**src/hdl/lfb_pkg.sv**
```systemverilog
package lfb_pkg;

    localparam int X_W    = 7;
    localparam int Y_W    = 6;
    localparam int BANK_W = 3;

    localparam logic [7:0] LINK_BANK_CMD = 8'h40;
    localparam logic [7:0] LINK_COL_CMD  = 8'h80;

    typedef enum logic [2:0] {
        CMD_SET   = 3'd0,
        CMD_READ  = 3'd1,
        CMD_FILL  = 3'd2,
        CMD_FLUSH = 3'd3,
        CMD_TICK  = 3'd4
    } cmd_t;

    typedef enum logic [1:0] {
        PH_IDLE   = 2'd0,
        PH_BANK   = 2'd1,
        PH_COLUMN = 2'd2,
        PH_DATA   = 2'd3
    } phase_t;

    typedef enum logic [3:0] {
        ACT_NONE,
        ACT_REJECT,
        ACT_BANK,
        ACT_COLUMN,
        ACT_DATA,
        ACT_SET,
        ACT_READ,
        ACT_FILL,
        ACT_START
    } act_t;

    typedef enum logic [1:0] {
        ST_CLEAR,
        ST_IDLE,
        ST_FILL,
        ST_FINISH
    } state_t;

    typedef struct packed {
        logic accept;
        logic rd_en;
        logic sweep_en;
        logic sweep_zero;
        logic finish;
        act_t act;
    } dp_cmd_t;

    typedef struct packed {
        phase_t phase;
        logic   in_range;
        logic   sweep_last;
        logic   out_free;
    } dp_status_t;

endpackage

```
**src/hdl/lfb_ctrl.sv**
```systemverilog
module lfb_ctrl (
    input  logic                clk,
    input  logic                rst_n,
    input  logic                in_valid,
    output logic                in_stall,
    input  logic [2:0]          cmd,
    input  lfb_pkg::dp_status_t status,
    output lfb_pkg::dp_cmd_t    ctl
);

    lfb_pkg::state_t state_reg, state_next;
    lfb_pkg::act_t   act_reg, act_next;
    lfb_pkg::act_t   act_dec;
    logic            accept;

    assign accept = (state_reg == lfb_pkg::ST_IDLE) && in_valid;

    always_comb begin
        act_dec = lfb_pkg::ACT_NONE;
        if (status.phase != lfb_pkg::PH_IDLE) begin
            if (cmd != lfb_pkg::CMD_TICK) begin
                act_dec = lfb_pkg::ACT_REJECT;
            end else begin
                unique case (status.phase)
                    lfb_pkg::PH_BANK:   act_dec = lfb_pkg::ACT_BANK;
                    lfb_pkg::PH_COLUMN: act_dec = lfb_pkg::ACT_COLUMN;
                    lfb_pkg::PH_DATA:   act_dec = lfb_pkg::ACT_DATA;
                    default:            act_dec = lfb_pkg::ACT_NONE;
                endcase
            end
        end else begin
            unique case (cmd)
                lfb_pkg::CMD_SET:
                    act_dec = status.in_range ? lfb_pkg::ACT_SET : lfb_pkg::ACT_NONE;
                lfb_pkg::CMD_READ:
                    act_dec = status.in_range ? lfb_pkg::ACT_READ : lfb_pkg::ACT_NONE;
                lfb_pkg::CMD_FILL:  act_dec = lfb_pkg::ACT_FILL;
                lfb_pkg::CMD_FLUSH: act_dec = lfb_pkg::ACT_START;
                default:            act_dec = lfb_pkg::ACT_NONE;
            endcase
        end
    end

    assign act_next = accept ? act_dec : act_reg;

    always_comb begin
        state_next = state_reg;
        unique case (state_reg)
            lfb_pkg::ST_CLEAR: begin
                if (status.sweep_last) state_next = lfb_pkg::ST_IDLE;
            end
            lfb_pkg::ST_IDLE: begin
                if (accept) begin
                    state_next = (act_dec == lfb_pkg::ACT_FILL) ?
                                 lfb_pkg::ST_FILL : lfb_pkg::ST_FINISH;
                end
            end
            lfb_pkg::ST_FILL: begin
                if (status.sweep_last) state_next = lfb_pkg::ST_FINISH;
            end
            lfb_pkg::ST_FINISH: begin
                if (status.out_free) state_next = lfb_pkg::ST_IDLE;
            end
            default: state_next = lfb_pkg::ST_CLEAR;
        endcase
    end

    always_comb begin
        in_stall       = (state_reg != lfb_pkg::ST_IDLE);
        ctl.accept     = accept;
        ctl.rd_en      = accept && (act_dec == lfb_pkg::ACT_SET ||
                                    act_dec == lfb_pkg::ACT_READ ||
                                    act_dec == lfb_pkg::ACT_DATA);
        ctl.sweep_en   = (state_reg == lfb_pkg::ST_CLEAR) || (state_reg == lfb_pkg::ST_FILL);
        ctl.sweep_zero = (state_reg == lfb_pkg::ST_CLEAR);
        ctl.finish     = (state_reg == lfb_pkg::ST_FINISH) && status.out_free;
        ctl.act        = act_reg;
    end

    always_ff @(posedge clk or negedge rst_n) begin
        if (!rst_n) begin
            state_reg <= lfb_pkg::ST_CLEAR;
            act_reg   <= lfb_pkg::ACT_NONE;
        end else begin
            state_reg <= state_next;
            act_reg   <= act_next;
        end
    end

`ifndef SYNTHESIS
    a_accept_leaves_idle: assert property (@(posedge clk) disable iff (!rst_n)
        accept |=> state_reg != lfb_pkg::ST_IDLE)
        else $error("accepted transaction did not start work");

    a_finish_returns_idle: assert property (@(posedge clk) disable iff (!rst_n)
        ctl.finish |=> state_reg == lfb_pkg::ST_IDLE)
        else $error("finish did not return to idle");

    a_sweep_no_read: assert property (@(posedge clk) disable iff (!rst_n)
        ctl.sweep_en |-> !ctl.rd_en && !ctl.finish)
        else $error("store access during sweep");
`endif

endmodule
```
**config.mk**
```make
export PLATFORM = sky130hd
export DESIGN_NAME = lfb_ctrl
export DESIGN_NICKNAME = d
export VERILOG_FILES = /design/src/hdl/lfb_pkg.sv /design/src/hdl/lfb_ctrl.sv
export SDC_FILE = /design/constraint.sdc
export NUM_CORES = 1
export LEC_CHECK = 0
export BUFFER_PORTS_ARGS = -buffer_cell sky130_fd_sc_hd__buf_2
export CORE_AREA = 2 2 39 41
export CTS_BUF_LIST = sky130_fd_sc_hd__clkbuf_8
export DETAILED_ROUTE_END_ITERATION = 10
export DIE_AREA = 0 0 41 43
export PLACE_DENSITY = 0.66
export SLEW_MARGIN = 20
export SYNTH_ARGS = -nofsm -noshare
export SYNTH_HDL_FRONTEND = slang
export SYNTH_SLANG_ARGS = --single-unit
```
**constraint.sdc**
```tcl
create_clock -name clk -period 1.8 [get_ports clk]
set_input_delay 0.27 -clock clk [delete_from_list [all_inputs] [get_ports clk]]
set_output_delay 0.27 -clock clk [all_outputs]
set_load 0.02 [all_outputs]
```
[Word level (Yosys, flattened, before mapping)]
Index checks and enable logic that the tools add are counted.
Word-level totals
  bits in registers: 6
  input port bits: 11
  output and inout port bits: 10
  word-level logic and storage cells: 43
Cells by class
  equal/unequal tests: 19
  multiplexer cells: 12
  reduce and logical (&&, ||, !) cells: 10
Operators with widths (count)
  $eq A4 B3 Y1 const B: 4
  $pmux W4 S4: 1
  $mux W3: 3
  $pmux W3 S3: 1
  $eq A2 B2 Y1 const B: 4
  $mux W2: 4
  $ne A2 B2 Y1 const B: 4
  $pmux W2 S4: 1
  $eq A3 B2 Y1 const B: 2
  $eq A2 B1 Y1 const B: 2
  $mux W4: 1
  $reduce_and A4 Y1: 1
  $eq A3 B1 Y1 const B: 1
  $logic_and A1 B1 Y1: 3
  $logic_not A3 Y1: 1
  $logic_or A1 B1 Y1: 3
  $ne A3 B3 Y1 const B: 1
  $logic_not A2 Y1: 1
  $ne A2 B1 Y1 const B: 1
  $reduce_bool A2 Y1: 1
  $mux W1: 1

[Logic depth before layout (Yosys ltp)]
  word-level depth: 8
  depth in mapped cells: 6

[Least setup slack after synthesis]
OpenSTA, ideal clock, no wires.
  path type: input-to-output
  from: input port status[3] (netlist name)
  to: output port ctl[7] (netlist name)
  arrival: 1.631 ns
  data required time: 1.530 ns
  slack: -0.101 ns
  cell stages on the path: 6
  path buffers: 0
  cells stage by stage: inv_1 ha_1 or4b_1 o311ai_1 a21oi_2 nor3_1
RTL lines
  start, declared: line lfb_ctrl.sv:7  | input lfb_pkg::dp_status_t status,
  end, declared: line lfb_ctrl.sv:8  | output lfb_pkg::dp_cmd_t ctl

==> flow_summary.ini <==
[grt]
grt_pass1_wl_um = 1904
grt_max_degree = 9
grt_busiest_layer = met2
grt_overflow = 0
groute.usage.overall = 0.1650
use_met3 = 0
antenna_found_initial = 0
grt_pass1_vias = 489
grtUsageMet2 = 0.2938
use_met1 = 0.1586

[floorplanning]
core.rowCount = 14
core_area_mm2 = 0.001384
start_util = 0.3653
io_pins = 21
fp.dieH_um = 43
die_area_mm2 = 0.001763
die_w_um = 41

[power]
p_clk_frac = 0.218
switchingPower_mw = 0.4034
ir_drop_mv = 0.3745
switching_share = 0.4246
power_frac_comb = 0.542
seqPwrFrac = 0.240
leakagePower_nw = 0.4103
internal_power_mw = 0.5465
powerDensity_mw_per_mm2 = 1217
fin_total_pwr_mw = 0.9499

[synth]
syn_inst = 55
yosysWarnings = 0
avgSynthCellArea_um2 = 9.191
synthSimpleGateAreaFrac = 0.2525
yosysSeqAreaShare = 0.2970
synth_ff_type = dfrtp_1
synth_top_area_frac = 0.2970
synth_xor_area_frac = 0
netlist_area_um2 = 505.5
synth-edff-count = 0
synth_common_cells = inv_1 (9), ha_1 (7), dfrtp_1 (6), nand2_1 (6), o21ai_0 (5)
synth_largest_area_cell = dfrtp_1
synth_top_family_by_area = simple AND/OR/NAND/NOR gates
synth.distinct_cells = 25
yosysMostFrequentCell = inv_1
async_reset_ff_frac = 1.000
synth-compound-area-share = 0.1535
synth-seq-cells = 6
synth_area_leaders = dfrtp_1 (30%), ha_1 (17%), inv_1 (6.7%)
synth_nets = 73
muxShareOfSynthArea = 0.04208
synthAdderAreaFrac = 0.1733

[placement]
dp_hpwl_um = 846
gp_congestion = 0.6494
place_inst = 95
portBuffers = 20

[route]
detail-route-antenna-nets = 0
wl_per_cell_um = 11.38
wl_um = 1138
dr.first_iter.drc_count = 7
routed_via_density = 4.980
vias = 498
dr.pass1.iters = 4
drc = 0

[layout]
diodes = 0
nNetsFinal = 104
fillCellCount = 124
largest_reg_flops = 4
drive_gt1_frac = 0.4643
syn_to_final_growth_pct = 54.46
fin_cells = 100

[worst_setup_path]
end_kind = primary output
path_buf_inv = 2
reg2regPathDepth = 5
cp_data_arrival_time_ps = 1490
cp.required_ps = 1530
cpPeakStageDelay_ps = 520
crit_family = simple AND/OR/NAND/NOR gates
cp-start-kind = input port
crit_fanout = 3
crit_cells = 7
critPathKind = input port to primary output
crit_chain = buf_8 > ha_4 > or4b_4 > o311ai_4 > a21oi_2 > nor3_2 > buf_4
critPathSlowestCell = or4b_4

[timing]
finalClockSkew_ps = 2.788
setup-tns-final_ps = 0
min_period_ps = 1757
slew_violations = 0
rsz0062_at_grt = true
tightest_slew_ps = 371.0
final_hold_viol_count = 0
slew_headroom = 0.7526
period_share = 0.9762
fmax_mhz = 569.1
setup_viol = 0

[min_path]
hold_depth = 3
hold_class = input port to flop

[cts]
clkLatencyLatePin_ps = 220
numCtsBuffers = 3
htree_levels = 1
cts_buffer_depth = 2
ctsRootBufferMaster = clkbuf_8
cts_sinks = 6
cts_tree = done
clkSlewWorstSetupHoldPaths_ps = 40

[outcome]
status = finished clean

[run]
max_cap_viol_count = 0
power by group through the flow:
stage,logic [mW],clock network (mW),registers [mW]
6_report,0.515,0.207,0.228
5_1_grt,0.584,0.216,0.237
4_1_cts,0.518,0.211,0.228
3_5_place_dp,0.500,0,0.230
3_3_place_gp,0.484,0,0.227
2_1_floorplan,0.320,0,0.265
metal layers:
| layer | part of all wire | wire (um) |
|---|---|---|
| met3 | 0.052 | 59 |
| met2 | 0.52 | 594 |
| met1 | 0.41 | 466 |
| met5 | 0 | 0 |
| met4 | 0.016 | 18 |
area by class of cell:
cell class,instances,area [um^2],share of cell area
clock buffer,3,41.29,0.05288
inverter,9,36.28,0.04647
timing repair buffer,27,177.7,0.2276
tap,16,20.02,0.02564
sequential,6,150.1,0.1923
multi-input combinational,39,355.3,0.4551
cells by family after synthesis:
logic type,count (synthesis)
AND/OR/NAND/NOR,19
AO/OA/AOI/OAI,11
buffers and inverters,10
adder cells (fa/ha/maj),7
flip-flops,6
multiplexers,2
worst reg2reg max path: cells and delay by family (launching register included):
family                     cells  cell delay (ps)
AOI/OAI and AO/OA              1              310
adders and majority gates      1              200
buffers and inverters          1               90
DFF                            1              400
muxes                          1              380
and+or+nand+nor                1               70
repair_timing:
| action | CTS | global route |
|---|---|---|
| hold buffers | 1 | 0 |
| gates resized for setup | 14 | 0 |
| setup buffers | 1 | 0 |
| hold endpoints to repair | 6 | 0 |
| setup endpoints to repair | 1 | 1 |
| pin swaps | 3 | 1 |
| gates cloned | 0 | 0 |
cells in the final DEF, fill, tap and decap left out:
master,instances
a21oi_1,1
a21oi_2,1
a311oi_2,1
a31oi_1,1
and2_1,1
and3b_1,1
and4bb_1,2
and4bb_2,1
buf_2,17
buf_4,7
buf_8,2
clkbuf_8,3
dfrtp_1,6
dlygate4sd3_1,1
ha_1,5
ha_2,1
ha_4,1
inv_1,8
inv_4,1
mux2_2,1
mux2i_1,1
nand2_1,6
nand2b_1,1
nand3b_1,1
nor2_1,2
nor3_2,1
nor3b_1,1
nor4b_1,1
o21ai_0,4
o21ai_1,1
o221ai_1,1
o311ai_4,1
or4b_4,1
path summary, 6_finish.rpt:
check,endpoint,startpoint,slack (ps)
max,ctl[7],status[4],40
min,act_reg[3]$_DFFE_PN0P_,cmd[0],350
max reg2reg,state_reg[1]$_DFFE_PN0P_,state_reg[0]$_DFFE_PN0P_,240
min reg2reg,act_reg[2]$_DFFE_PN0P_,act_reg[2]$_DFFE_PN0P_,470
max in group asynchronous,act_reg[3]$_DFFE_PN0P_,rst_n,1240
min in group asynchronous,state_reg[1]$_DFFE_PN0P_,rst_n,410
through the flow:
step	area (um^2)	hold WS, ps	utilization	setup WS (ps)
2_1_floorplan	510.5	-25.59	-	67.12
3_5_place_dp	660.6	103.7	0.4774	-89.56
4_1_cts	780.7	353.0	0.5642	-18.51
3_3_place_gp	660.6	100.8	0.4774	-83.63
5_1_grt	780.7	398.1	0.5642	-24.29
6_report	780.7	354.0	0.5642	42.82
No activity file was read; power rests on OpenSTA's default activity.
